<file path="src/sv/pbbs_pkg.sv">
// Shared types, widths and codes of the priority byte budget shaper.
package pbbs_pkg;

    localparam int FIELD_QUEUES = 4;
    localparam int CMD_W        = 2;
    localparam int LEN_W        = 10;
    localparam int PRIO_W       = 7;
    localparam int LIMIT_W      = 16;
    localparam int BUDGET_W     = 17;
    localparam int QIDX_W       = 2;
    localparam int TICK_W       = 2;
    localparam int CHARGE_W     = LEN_W + 1;
    localparam int CFG_IDX_W    = 3;
    localparam int CFG_DATA_W   = 16;
    localparam int QDEPTH       = 2;

    // stream payload widths; the tdata widths are whole bytes
    localparam int IN_TDATA_W   = 48;
    localparam int IN_TUSER_W   = 2;
    localparam int OUT_TDATA_W  = 24;

    localparam logic [CMD_W-1:0] CMD_TICK    = 2'd0;
    localparam logic [CMD_W-1:0] CMD_PEEK    = 2'd1;
    localparam logic [CMD_W-1:0] CMD_DEQUEUE = 2'd2;

    localparam logic [CFG_IDX_W-1:0] REG_SHAPING_ENABLE = 3'd0;
    localparam logic [CFG_IDX_W-1:0] REG_FLOOD_LIMIT    = 3'd1;
    localparam logic [CFG_IDX_W-1:0] REG_PRIORITY_Q0    = 3'd2;
    localparam logic [CFG_IDX_W-1:0] REG_PRIORITY_Q1    = 3'd3;
    localparam logic [CFG_IDX_W-1:0] REG_PRIORITY_Q2    = 3'd4;
    localparam logic [CFG_IDX_W-1:0] REG_PRIORITY_Q3    = 3'd5;

    localparam logic [LIMIT_W-1:0]  LIMIT_RESET    = 16'd9000;
    localparam logic [PRIO_W-1:0]   NO_SERVE_PRIO  = 7'd100;
    localparam logic [BUDGET_W-1:0] BUDGET_MAX     = 17'd131071;
    localparam logic [BUDGET_W-1:0] DECAY_STEP     = 17'd75;
    localparam logic [BUDGET_W:0]   HIGH_MARGIN    = 18'd100;
    localparam logic [BUDGET_W:0]   LEN_MARGIN     = 18'd150;
    localparam logic [TICK_W-1:0]   SEND_WAIT      = 2'd2;

    typedef logic [PRIO_W-1:0] prio_t;

    typedef struct packed {
        logic                         shaping_enable;
        logic [LIMIT_W-1:0]           flood_limit;
        prio_t [FIELD_QUEUES-1:0]     priority_q;
    } cfg_t;

    // classified item handed from front to back
    typedef struct packed {
        logic [CMD_W-1:0]  command;
        logic              found;
        logic [QIDX_W-1:0] qidx;
        logic [LEN_W-1:0]  head_len;
        logic              penalized;
        logic              all_empty;
    } work_t;

endpackage

</file>
<file path="src/sv/priority_byte_budget_shaper_unit.sv">
// Top level of the priority byte budget shaper.
// An accepted beat is written into the queue; the back end then registers its result on m_*.
// Throughput: one beat per cycle unless output stalls fill the queue; the back end updates the budget on each pop.
// A two-entry queue between classify and update absorbs output stalls.
// Reset (rst_n low, asynchronous): budget 0, wait elapsed, decay stopped,
// queue empty, registers to their defaults; no beats are pending.
module priority_byte_budget_shaper_unit
#(
    parameter int NUM_QUEUES = 4
)
(
    input  logic                               clk,
    input  logic                               rst_n,
    // fields from bit 0: nonempty_mask[3:0], penalized_mask[7:4],
    // head_len_q0[17:8], head_len_q1[27:18], head_len_q2[37:28], head_len_q3[47:38]
    input  logic [pbbs_pkg::IN_TDATA_W-1:0]    s_tdata,
    // fields from bit 0: command[1:0]
    input  logic [pbbs_pkg::IN_TUSER_W-1:0]    s_tuser,
    input  logic                               s_tvalid,
    output logic                               s_tready,
    // fields from bit 0: granted[0], queue_index[2:1], budget_level[19:3],
    // decay_active[20], zero pad [23:21]
    output logic [pbbs_pkg::OUT_TDATA_W-1:0]   m_tdata,
    output logic                               m_tvalid,
    input  logic                               m_tready,
    input  logic                               cfg_valid,
    output logic                               cfg_ready,
    input  logic [pbbs_pkg::CFG_IDX_W-1:0]     cfg_index,
    input  logic [pbbs_pkg::CFG_DATA_W-1:0]    cfg_data
);

    pbbs_pkg::cfg_t  cfg;
    pbbs_pkg::work_t front_item;
    pbbs_pkg::work_t back_item;
    logic            queue_full;
    logic            back_valid;
    logic            back_pop;

    assign s_tready = !queue_full;

    pbbs_cfg u_cfg
    (
        .clk       (clk),
        .rst_n     (rst_n),
        .cfg_valid (cfg_valid),
        .cfg_ready (cfg_ready),
        .cfg_index (cfg_index),
        .cfg_data  (cfg_data),
        .cfg       (cfg)
    );

    pbbs_front #(.NUM_QUEUES(NUM_QUEUES)) u_front
    (
        .tuser (s_tuser),
        .tdata (s_tdata),
        .cfg   (cfg),
        .work  (front_item)
    );

    pbbs_queue u_queue
    (
        .clk      (clk),
        .rst_n    (rst_n),
        .wr_en    (s_tvalid && !queue_full),
        .wr_item  (front_item),
        .full     (queue_full),
        .rd_en    (back_pop),
        .rd_valid (back_valid),
        .rd_item  (back_item)
    );

    pbbs_back u_back
    (
        .clk        (clk),
        .rst_n      (rst_n),
        .cfg        (cfg),
        .item_valid (back_valid),
        .item       (back_item),
        .pop        (back_pop),
        .m_tvalid   (m_tvalid),
        .m_tready   (m_tready),
        .m_tdata    (m_tdata)
    );

endmodule

</file>
<file path="src/sv/pbbs_cfg.sv">
// Configuration register file of the shaper.
module pbbs_cfg
(
    input  logic                              clk,
    input  logic                              rst_n,
    input  logic                              cfg_valid,
    output logic                              cfg_ready,
    input  logic [pbbs_pkg::CFG_IDX_W-1:0]    cfg_index,
    input  logic [pbbs_pkg::CFG_DATA_W-1:0]   cfg_data,
    output pbbs_pkg::cfg_t                    cfg
);

    pbbs_pkg::cfg_t cfg_reg;
    pbbs_pkg::cfg_t cfg_next;

    assign cfg_ready = 1'b1;
    assign cfg       = cfg_reg;

    always_comb
    begin
        cfg_next = cfg_reg;
        if (cfg_valid)
        begin
            case (cfg_index)
                pbbs_pkg::REG_SHAPING_ENABLE: cfg_next.shaping_enable = cfg_data[0];
                pbbs_pkg::REG_FLOOD_LIMIT:    cfg_next.flood_limit = cfg_data[pbbs_pkg::LIMIT_W-1:0];
                pbbs_pkg::REG_PRIORITY_Q0:    cfg_next.priority_q[0] = cfg_data[pbbs_pkg::PRIO_W-1:0];
                pbbs_pkg::REG_PRIORITY_Q1:    cfg_next.priority_q[1] = cfg_data[pbbs_pkg::PRIO_W-1:0];
                pbbs_pkg::REG_PRIORITY_Q2:    cfg_next.priority_q[2] = cfg_data[pbbs_pkg::PRIO_W-1:0];
                pbbs_pkg::REG_PRIORITY_Q3:    cfg_next.priority_q[3] = cfg_data[pbbs_pkg::PRIO_W-1:0];
                default:                      cfg_next = cfg_reg;
            endcase
        end
    end

    always_ff @(posedge clk or negedge rst_n)
    begin
        if (!rst_n)
        begin
            cfg_reg.shaping_enable <= 1'b1;
            cfg_reg.flood_limit    <= pbbs_pkg::LIMIT_RESET;
            for (int i = 0; i < pbbs_pkg::FIELD_QUEUES; i++)
            begin
                cfg_reg.priority_q[i] <= pbbs_pkg::NO_SERVE_PRIO;
            end
        end
        else
        begin
            cfg_reg <= cfg_next;
        end
    end

endmodule

</file>
<file path="src/sv/pbbs_front.sv">
// Front end: unpacks an input beat and picks the eligible queue.
module pbbs_front
#(
    parameter int NUM_QUEUES = 4
)
(
    input  logic [pbbs_pkg::IN_TUSER_W-1:0]  tuser,
    input  logic [pbbs_pkg::IN_TDATA_W-1:0]  tdata,
    input  pbbs_pkg::cfg_t                   cfg,
    output pbbs_pkg::work_t                  work
);

    localparam int NQ = (NUM_QUEUES < pbbs_pkg::FIELD_QUEUES) ?
                        NUM_QUEUES : pbbs_pkg::FIELD_QUEUES;
    localparam int LEN_BASE = 2 * pbbs_pkg::FIELD_QUEUES;

    logic [pbbs_pkg::FIELD_QUEUES-1:0] present_mask;
    logic [pbbs_pkg::FIELD_QUEUES-1:0] nonempty;
    logic [pbbs_pkg::FIELD_QUEUES-1:0] penal;
    logic [pbbs_pkg::LEN_W-1:0]        lens [pbbs_pkg::FIELD_QUEUES];
    pbbs_pkg::prio_t                   best;
    logic                              found;
    logic [pbbs_pkg::QIDX_W-1:0]       qidx;

    always_comb
    begin
        for (int i = 0; i < pbbs_pkg::FIELD_QUEUES; i++)
        begin
            present_mask[i] = (i < NQ);
            lens[i] = tdata[LEN_BASE + i*pbbs_pkg::LEN_W +: pbbs_pkg::LEN_W];
        end
        nonempty = tdata[pbbs_pkg::FIELD_QUEUES-1:0] & present_mask;
        penal    = tdata[2*pbbs_pkg::FIELD_QUEUES-1:pbbs_pkg::FIELD_QUEUES];
    end

    // strict less-than keeps the lowest index on a tie
    always_comb
    begin
        best  = pbbs_pkg::NO_SERVE_PRIO;
        found = 1'b0;
        qidx  = '0;
        for (int i = 0; i < NQ; i++)
        begin
            if (nonempty[i] && (cfg.priority_q[i] < best))
            begin
                best  = cfg.priority_q[i];
                qidx  = pbbs_pkg::QIDX_W'(i);
                found = 1'b1;
            end
        end
    end

    always_comb
    begin
        work.command   = tuser[pbbs_pkg::CMD_W-1:0];
        work.found     = found;
        work.qidx      = qidx;
        work.head_len  = lens[qidx];
        work.penalized = penal[qidx];
        work.all_empty = (nonempty == '0);
    end

endmodule

</file>
<file path="src/sv/pbbs_queue.sv">
// Short queue of classified items between front and back.
module pbbs_queue
(
    input  logic            clk,
    input  logic            rst_n,
    input  logic            wr_en,
    input  pbbs_pkg::work_t wr_item,
    output logic            full,
    input  logic            rd_en,
    output logic            rd_valid,
    output pbbs_pkg::work_t rd_item
);

    localparam int PTR_W = (pbbs_pkg::QDEPTH > 1) ? $clog2(pbbs_pkg::QDEPTH) : 1;
    localparam int CNT_W = $clog2(pbbs_pkg::QDEPTH + 1);
    localparam logic [CNT_W-1:0] DEPTH_CNT = CNT_W'(pbbs_pkg::QDEPTH);
    localparam logic [PTR_W-1:0] LAST_PTR  = PTR_W'(pbbs_pkg::QDEPTH - 1);

    pbbs_pkg::work_t   entry_reg [pbbs_pkg::QDEPTH];
    logic [PTR_W-1:0]  wr_ptr_reg;
    logic [PTR_W-1:0]  rd_ptr_reg;
    logic [CNT_W-1:0]  count_reg;
    logic [CNT_W-1:0]  count_next;

    assign full     = (count_reg == DEPTH_CNT);
    assign rd_valid = (count_reg != '0);
    assign rd_item  = entry_reg[rd_ptr_reg];

    always_comb
    begin
        count_next = count_reg;
        if (wr_en && !rd_en)
        begin
            count_next = count_reg + 1'b1;
        end
        else if (!wr_en && rd_en)
        begin
            count_next = count_reg - 1'b1;
        end
    end

    always_ff @(posedge clk)
    begin
        if (wr_en)
        begin
            entry_reg[wr_ptr_reg] <= wr_item;
        end
    end

    always_ff @(posedge clk or negedge rst_n)
    begin
        if (!rst_n)
        begin
            wr_ptr_reg <= '0;
            rd_ptr_reg <= '0;
            count_reg  <= '0;
        end
        else
        begin
            count_reg <= count_next;
            if (wr_en)
            begin
                wr_ptr_reg <= (wr_ptr_reg == LAST_PTR) ? '0 : wr_ptr_reg + 1'b1;
            end
            if (rd_en)
            begin
                rd_ptr_reg <= (rd_ptr_reg == LAST_PTR) ? '0 : rd_ptr_reg + 1'b1;
            end
        end
    end

endmodule

</file>
<file path="src/sv/pbbs_back.sv">
// Back end: grant checks, budget charge and decay, output register.
module pbbs_back
(
    input  logic                             clk,
    input  logic                             rst_n,
    input  pbbs_pkg::cfg_t                   cfg,
    input  logic                             item_valid,
    input  pbbs_pkg::work_t                  item,
    output logic                             pop,
    output logic                             m_tvalid,
    input  logic                             m_tready,
    output logic [pbbs_pkg::OUT_TDATA_W-1:0] m_tdata
);

    localparam int BW = pbbs_pkg::BUDGET_W;

    logic [BW-1:0]                    budget_reg;
    logic [BW-1:0]                    budget_next;
    logic [pbbs_pkg::TICK_W-1:0]      ticks_reg;
    logic [pbbs_pkg::TICK_W-1:0]      ticks_next;
    logic                             decay_reg;
    logic                             decay_next;
    logic                             out_valid_reg;
    logic [pbbs_pkg::OUT_TDATA_W-1:0] out_data_reg;
    logic [pbbs_pkg::OUT_TDATA_W-1:0] out_data_next;

    logic [BW:0]                      lim_ext;
    logic                             too_high;
    logic                             len_over;
    logic                             over_quarter;
    logic                             is_req;
    logic                             ok;
    logic [pbbs_pkg::CHARGE_W-1:0]    charge;
    logic [BW:0]                      charged_sum;
    logic [BW-1:0]                    charged;
    logic [BW-1:0]                    decayed;
    logic [pbbs_pkg::QIDX_W-1:0]      qidx_out;

    assign pop      = item_valid && (!out_valid_reg || m_tready);
    assign m_tvalid = out_valid_reg;
    assign m_tdata  = out_data_reg;

    always_comb
    begin
        lim_ext      = {{(BW + 1 - pbbs_pkg::LIMIT_W){1'b0}}, cfg.flood_limit};
        too_high     = ({1'b0, budget_reg} + pbbs_pkg::HIGH_MARGIN) > lim_ext;
        len_over     = ({1'b0, budget_reg} + (BW + 1)'(item.head_len)
                        + pbbs_pkg::LEN_MARGIN) > lim_ext;
        over_quarter = budget_reg > BW'(cfg.flood_limit >> 2);
        is_req       = (item.command == pbbs_pkg::CMD_PEEK)
                       || (item.command == pbbs_pkg::CMD_DEQUEUE);
        ok = is_req && (ticks_reg >= pbbs_pkg::SEND_WAIT) && item.found
             && !(cfg.shaping_enable && too_high)
             && !(cfg.shaping_enable && len_over && over_quarter);

        charge      = item.penalized ? {item.head_len, 1'b0} : {1'b0, item.head_len};
        charged_sum = {1'b0, budget_reg} + (BW + 1)'(charge);
        charged     = charged_sum[BW] ? pbbs_pkg::BUDGET_MAX : charged_sum[BW-1:0];
        decayed     = (budget_reg < pbbs_pkg::DECAY_STEP) ? '0
                      : budget_reg - pbbs_pkg::DECAY_STEP;
    end

    always_comb
    begin
        budget_next = budget_reg;
        ticks_next  = ticks_reg;
        decay_next  = decay_reg;
        case (item.command)
            pbbs_pkg::CMD_TICK:
            begin
                if (ticks_reg < pbbs_pkg::SEND_WAIT)
                begin
                    ticks_next = ticks_reg + 1'b1;
                end
                if (decay_reg)
                begin
                    budget_next = decayed;
                    if (item.all_empty && (decayed == '0))
                    begin
                        decay_next = 1'b0;
                    end
                end
            end
            pbbs_pkg::CMD_DEQUEUE:
            begin
                if (ok)
                begin
                    ticks_next = '0;
                    if (cfg.shaping_enable)
                    begin
                        budget_next = charged;
                        decay_next  = 1'b1;
                    end
                end
            end
            default:
            begin
                budget_next = budget_reg;
            end
        endcase
        qidx_out      = ok ? item.qidx : '0;
        out_data_next = {{(pbbs_pkg::OUT_TDATA_W - BW - 4){1'b0}},
                         decay_next, budget_next, qidx_out, ok};
    end

    always_ff @(posedge clk)
    begin
        if (pop)
        begin
            out_data_reg <= out_data_next;
        end
    end

    always_ff @(posedge clk or negedge rst_n)
    begin
        if (!rst_n)
        begin
            budget_reg    <= '0;
            ticks_reg     <= pbbs_pkg::SEND_WAIT;
            decay_reg     <= 1'b0;
            out_valid_reg <= 1'b0;
        end
        else
        begin
            if (pop)
            begin
                budget_reg <= budget_next;
                ticks_reg  <= ticks_next;
                decay_reg  <= decay_next;
            end
            if (pop)
            begin
                out_valid_reg <= 1'b1;
            end
            else if (m_tready)
            begin
                out_valid_reg <= 1'b0;
            end
        end
    end

endmodule

</file>
<file path="config.mk">
export PLATFORM = sky130hd
export DESIGN_NAME = priority_byte_budget_shaper_unit
export DESIGN_NICKNAME = d
export VERILOG_FILES = /design/src/sv/pbbs_pkg.sv /design/src/sv/priority_byte_budget_shaper_unit.sv /design/src/sv/pbbs_cfg.sv /design/src/sv/pbbs_front.sv /design/src/sv/pbbs_queue.sv /design/src/sv/pbbs_back.sv
export SDC_FILE = /design/constraint.sdc
export NUM_CORES = 1
export LEC_CHECK = 0
export BUFFER_PORTS_ARGS = -buffer_cell sky130_fd_sc_hd__clkbuf_2
export CAP_MARGIN = 10
export CORE_ASPECT_RATIO = 1.4
export CORE_MARGIN = 10
export CORE_UTILIZATION = 50
export DETAILED_ROUTE_END_ITERATION = 12
export GPL_ROUTABILITY_DRIVEN = 0
export PLACE_DENSITY = 0.71
export SYNTH_ARGS = -nofsm -noshare
export SYNTH_HDL_FRONTEND = slang
export SYNTH_SLANG_ARGS = --single-unit
</file>
<file path="constraint.sdc">
create_clock -name clk -period 6.2 [get_ports clk]
set_input_delay 0.62 -clock clk [delete_from_list [all_inputs] [get_ports clk]]
set_output_delay 0.62 -clock clk [all_outputs]
set_load 0.01 [all_outputs]
</file>
# ---- Word-level counts from Yosys, hierarchy flattened
# Memories as Yosys holds them, arrays and structs flattened.
# Cells that the tools add are included.
dict set report op_classes {
  muxes 38
  n_bitwise 1
  n_addsub 10
  n_eq_ne 10
  n_reduce_logical 39
  magnitude_cmp 12
}
# operator n
set op_table {}
lappend op_table {{$mux W17} 5}
lappend op_table {{$gt A18 B16 Y1} 2}
lappend op_table {{$pmux W17 S2} 1}
lappend op_table {{$lt A7 B7 Y1} 3}
lappend op_table {{$mux W7} 3}
lappend op_table {{$bmux W10 S2} 1}
lappend op_table {{$mux W10} 2}
lappend op_table {{$add A17 B10 Y18} 1}
lappend op_table {{$add A17 B11 Y18} 1}
lappend op_table {{$add A17 B7 Y18 const B} 1}
lappend op_table {{$add A18 B8 Y18 const B} 1}
lappend op_table {{$gt A17 B14 Y1} 1}
lappend op_table {{$logic_not A17 Y1} 1}
lappend op_table {{$lt A17 B7 Y1 const B} 1}
lappend op_table {{$sub A17 B7 Y17 const B} 1}
lappend op_table {{$logic_and A1 B1 Y1} 16}
lappend op_table {{$mux W1} 16}
lappend op_table {{$mux W2} 6}
lappend op_table {{$reduce_and A2 Y1} 6}
lappend op_table {{$mux W11} 1}
lappend op_table {{$reduce_bool A2 Y1} 4}
lappend op_table {{$lt A7 B7 Y1 const B} 1}
lappend op_table {{$eq A3 B2 Y1 const B} 2}
lappend op_table {{$eq A3 B3 Y1 const B} 2}
lappend op_table {{21 further kinds} 31}
dict set report totals {
  input_bits 74
  register_bits 91
  mem_bits_rw 34
  memories 1
}
# name depth width rd rd_ports_with_merged_regs write_ports line
set memory_table {}
lappend memory_table {u_queue.entry_reg 2 17 1 0 1 pbbs_queue.sv:19} ;# pbbs_pkg::work_t entry_reg [pbbs_pkg::QDEPTH];

# ---- Depth between registers and ports, before layout
dict set report logic_depth {
  depth_word 16
  ltp_mapped 28
  mapped_depth_nobuf 24
}

# ---- Modules after synthesis
# From an unflattened synthesis, not the netlist that was laid out.
dict set report hier_totals {
  hier_cells 1024
  area_unflattened_um2 10093.4
}
# module seq_area_each_um2 cells_per_inst area_per_inst_um2 instances
set by_module_without_submodules {}
lappend by_module_without_submodules {pbbs_back 1157.4 711 5549.1 1}
lappend by_module_without_submodules {pbbs_cfg 1148.6 102 1795.5 1}
lappend by_module_without_submodules {pbbs_queue 1121.1 69 1466.4 1}
lappend by_module_without_submodules {pbbs_front 0.0 140 1272.5 1}
lappend by_module_without_submodules {priority_byte_budget_shaper_unit 0.0 2 10.0 1}

# ---- Worst setup path after synthesis
# No wires, ideal clock.
dict set report synth_path {
  kind {reg-to-reg}
  start {reg u_cfg.cfg_reg, in the netlist u_cfg.cfg[3]}
  end {mem u_queue.entry_reg[0][14] in the netlist's numbering (data pin)}
  t_required_ns 5.917
  setup_time_ns 0.283
  path_slack_ns 0.477
  path_stages_with_launch 26
  arrival_time_ns 5.440
  cell_sequence {dfrtp_1 -> o311ai_0 -> and2_1 -> nand2_1 -> ha_1 -> a221oi_1 -> o21ai_0 -> a21oi_1 -> buf_2 -> buf_2 -> nor2_1 -> a21oi_1 -> ha_1 -> a21oi_1 -> nor2b_1 -> o21ai_0 -> nand3b_1 -> a21oi_2 -> buf_2 -> buf_4 -> mux2_2 -> ha_1 -> nand4_1 -> a21oi_1 -> a21o_1 -> or4b_2}
}
# item line
set synth_lines {}
lappend synth_lines {{start: declaration} pbbs_cfg.sv:13} ;# pbbs_pkg::cfg_t cfg_reg;
lappend synth_lines {{start signal: assignment} pbbs_cfg.sv:49} ;# cfg_reg <= cfg_next;
lappend synth_lines {{end: declaration} pbbs_queue.sv:19}

# ---- Worst setup path in the final report
dict set report layout_path {
  start {reg u_queue.rd_ptr_reg}
  end {reg u_back.out_data_reg, in the netlist u_back.m_tdata[19] (data pin)}
}
dict set report layout_via {
  elab_chain_len 10
}
# item line
set layout_rtl {}
lappend layout_rtl {{start: declaration} pbbs_queue.sv:21} ;# logic [PTR_W-1:0] rd_ptr_reg;
lappend layout_rtl {{start signal: assignment} pbbs_queue.sv:67} ;# rd_ptr_reg <= (rd_ptr_reg == LAST_PTR) ? '0 : rd_ptr_reg + 1'b1;
lappend layout_rtl {{$mem_v2 Z2 W17 *} -}
lappend layout_rtl {{$add A17 B10 Y18} pbbs_back.sv:47} ;# len_over = ({1'b0, budget_reg} + (BW + 1)'(item.head_len)
lappend layout_rtl {{$add A18 B8 Y18} pbbs_back.sv:48} ;# + pbbs_pkg::LEN_MARGIN) > lim_ext;
lappend layout_rtl {{$gt A18 B16 Y1} pbbs_back.sv:48}
lappend layout_rtl {{$logic_and A1 B1 Y1 (2 in a row)} pbbs_back.sv:54} ;# && !(cfg.shaping_enable && len_over && over_quarter);
lappend layout_rtl {{$logic_not A1 Y1} pbbs_back.sv:54}
lappend layout_rtl {{$logic_and A1 B1 Y1} pbbs_back.sv:54}
lappend layout_rtl {{$mux W17} pbbs_back.sv:86} ;# if (ok)
lappend layout_rtl {{$pmux W17 S2 *} pbbs_back.sv:68} ;# case (item.command)
lappend layout_rtl {{named net u_back.budget_next[16]} pbbs_back.sv:18} ;# logic [BW-1:0] budget_next;
lappend layout_rtl {{end signal: assignment} pbbs_back.sv:110} ;# out_data_reg <= out_data_next;
lappend layout_rtl {{end: declaration} pbbs_back.sv:24} ;# logic [pbbs_pkg::OUT_TDATA_W-1:0] out_data_reg;
# The timed path passes the listed nets; every way through them passes the cells marked *.
# A chain may end at the register's enable or synchronous reset.

==> results.md <==
- CTS max path bufs: 2
- Post-layout min period: 5.801 ns
- Min-Delay Endpoint: u_queue.entry_reg[1][16]
- Iter 0 DRT Violations: 657
- Register area share after synthesis: 35.06%
- Synth Register Bits: 125
- WL/cell: 18.84 um
- Final-report setup violation count: 0
- Placed Cells: 1351
- Via count: 8206
- Synth top area cells: edfxtp_1 17%, dfrtp_1 13%, ha_1 13%
- Gr ovfl total: 0
- Non-filler cells, final: 1383
- Post-cts gate resize count: 0
- Die X: 138.2 um
- Number of max-cap violations: 0
- CORE AREA: 19220 sq um
- Vias per Instance: 5.933
- Top-area cell type share of the netlist area: 16.90%
- Fillers: 1750
- Max reg flops: 45
- Endpoints failing hold: 0
- Cell with the most instances after synthesis: ha_1
- Setup Crit Path Kind: flop to flop
- Leakage: 4.877 nW
- Final period utilization: 93.56%
- Die height: 185.4 um
- Register area: 3427 sq um
- Setup crit start kind: flop
- Fin. max-slew vios: 0
- Measured slew at the worst slew-check pin: 1.102 ns
- Syn Inst Count: 1036
- Cell area after synthesis: 9774 sq um
- Worst skew pair latency: 0.43 ns
- Sink Count: 125
- Reg2Reg Depth: 23
- Min-Delay Path Class: input port to flop
- Vias in the first global route: 8364
- Ant. Diodes: 0
- Overall routing resource usage: 20.42%
- DRT antenna net count: 0
- Post-synth top area cell: edfxtp_1
- Drt total wl: 26050 um
- Ratio of cells with drive above 1 in the final layout: 22.64%
- Buffers added on ports: 96
- Yosys Warn Count: 0
- Hold Startpoint: s_tuser[1]
- Worst slew margin: 26.26%
- Final HPWL DP: 19660 um
- # IOs: 101
- Data arrival, critical path: 5.99 ns
- WHS Path Cells: 1
- P per Cell Area: 579.0 nW/um^2
- Reg2reg end: u_back.m_tdata[19]
- Reg-to-reg setup timing slack: 0.40 ns
- CTS H-Tree Depth: 4
- CTS Hold Bufs: 0
- Multi-input logic area: 5899 sq um
- Cell Rows: 60
- Drt drc: 0
- Fin Setup TNS: 0 ns
- Clock skew: 0.01742 ns
- Starting Density: 50.86%
- Worst setup EP type: flop
- Crit Path Max Fanout: 7
- VDD IR max: 0.0002442 V
- Status: finished, final reports clean
- Initial antenna violation count: 0
- Num CTS Buffers: 17
- Mapped Avg Cell Area: 9.435 sq um
- Largest net degree at the start of global routing: 71
- Synth cell types: 77
- Final Cell Area: 11090 sq um
- Async set-reset flop share out of synthesis: 56.00%
- TritonRoute pass-1 iters: 8
- Number of synthesized flops with an enable pin: 55
- Postcts setup bufs: 0
- Nets: 1298
- CTS root buffer: clkbuf_16
- CTS clk-pin slew, worst paths: 0.06 ns
- Synth Flop Type: edfxtp_1
- Area grow syn2layout: 13.43%
- Max frequency: 172.4 MHz
- First-pass GRT wire length: 42820 um
- Area post-placement: 10510 sq um
- Data required time of the worst path: 6.39 ns
- Most frequent cells after synthesis: 100 x ha_1, 76 x nor2_1, 75 x o21ai_0, 72 x nand2_1, 68 x mux2_2
- Die area: 25620 sq um
- Worst r2r src: u_queue.rd_ptr_reg
- CTS tree: yes
==> cell type report <==
cell class | count | share of cell area [%]
multi-input combinational | 795 | 53.21
sequential | 125 | 30.91
timing repair buffer | 120 | 5.993
clock buffer | 19 | 3.905
tap | 248 | 2.799
inverter | 63 | 2.133
clock inverter | 13 | 1.050
==> worst max-delay path, stage by stage (launching register included) <==
cell,delay (ns)
dfrtp_1,0.49
buf_4,0.24
mux2i_1,0.45
ha_1,0.32
inv_1,0.06
ha_1,0.27
a21o_1,0.18
a21oi_1,0.20
nand2_1,0.12
and2_1,0.19
a21oi_1,0.24
nand2b_1,0.16
a21boi_0,0.10
xor2_1,0.15
ha_1,0.32
nand4_1,0.17
nor2_1,0.18
o31a_1,0.18
o41ai_1,0.07
and4bb_1,0.22
o211ai_1,0.48
o31a_2,0.39
o32ai_1,0.16
a21o_1,0.21
==> routing by layer <==
| metal | track usage [%] | vias to the layer above | part of all wire [%] | wire, um |
|---|---|---|---|---|
| li1 | - | 3991 | - | - |
| met1 | 22.26 | 3828 | 40 | 10330 |
| met2 | 36.62 | 302 | 51 | 13250 |
| met3 | 4.024 | 85 | 5.2 | 1358 |
| met4 | 10.90 | 0 | 4.3 | 1111 |
| met5 | 0 | - | 0 | 0 |
==> stage by stage <==
step / power (mW) / utilization (%) / setup slack, ns / hold slack, ns
final: 6.419 / 57.69 / 0.3994 / 0.3783
after global routing: 7.017 / 57.69 / -0.0009330 / 0.3728
after CTS: 6.385 / 57.57 / 0.3415 / 0.3613
after detailed placement: 5.402 / 54.71 / 0.4234 / 0.4826
after global placement: 5.317 / 54.71 / 0.4396 / 0.4784
after floorplan: 4.383 / - / 0.4771 / 0.3244
==> cell usage in the layout, fill, tap and decap left out, types with 20 or more instances in the layout <==
master / n
clkbuf_2: 95
nor2_1: 76
o21ai_0: 75
dfrtp_1: 51
ha_1: 100
edfxtp_1: 55
buf_4: 23
xnor2_1: 26
nand4_1: 20
mux2_2: 68
a21oi_1: 65
mux2i_1: 26
inv_1: 63
nand2_1: 72
==> cells by family (layout without fill, tap and decap cells) <==
group	after synthesis	count (layout)	share of synthesized area [%]
adder cells (fa/ha/maj)	102	102	13.21
multiplexers	97	97	10.80
XOR/XNOR	43	43	3.853
AO/OA/AOI/OAI	271	271	18.02
flip-flops	125	125	35.06
other	2	4	0.07683
AND/OR/NAND/NOR	278	278	14.02
buffers and inverters	118	215	4.954
==> how the worst max path moves through the flow <==
stage	from	to	slack, ns	cells past startpoint
2_1_floorplan	u_cfg.cfg[3]	u_queue.entry_reg[0][14]	0.48	25
4_1_cts	u_queue.rd_ptr_reg	u_back.m_tdata[19]	0.34	24
6_report	u_queue.rd_ptr_reg	u_back.m_tdata[19]	0.40	23
5_1_grt	u_queue.rd_ptr_reg	u_back.m_tdata[8]	-0.0009	23
3_3_place_gp	u_queue.rd_ptr_reg	u_back.m_tdata[19]	0.44	23
3_5_place_dp	u_queue.rd_ptr_reg	u_back.m_tdata[19]	0.42	23
==> report_power, final <==
group | total [mW] | internal (mW) | switching, mW | leakage, nW
clock network | 0.941 | 0.552 | 0.389 | 0.264
logic | 4.06 | 1.68 | 2.38 | 3.27
registers | 1.42 | 1.22 | 0.199 | 1.34
Power figures use the tool's default switching activity.
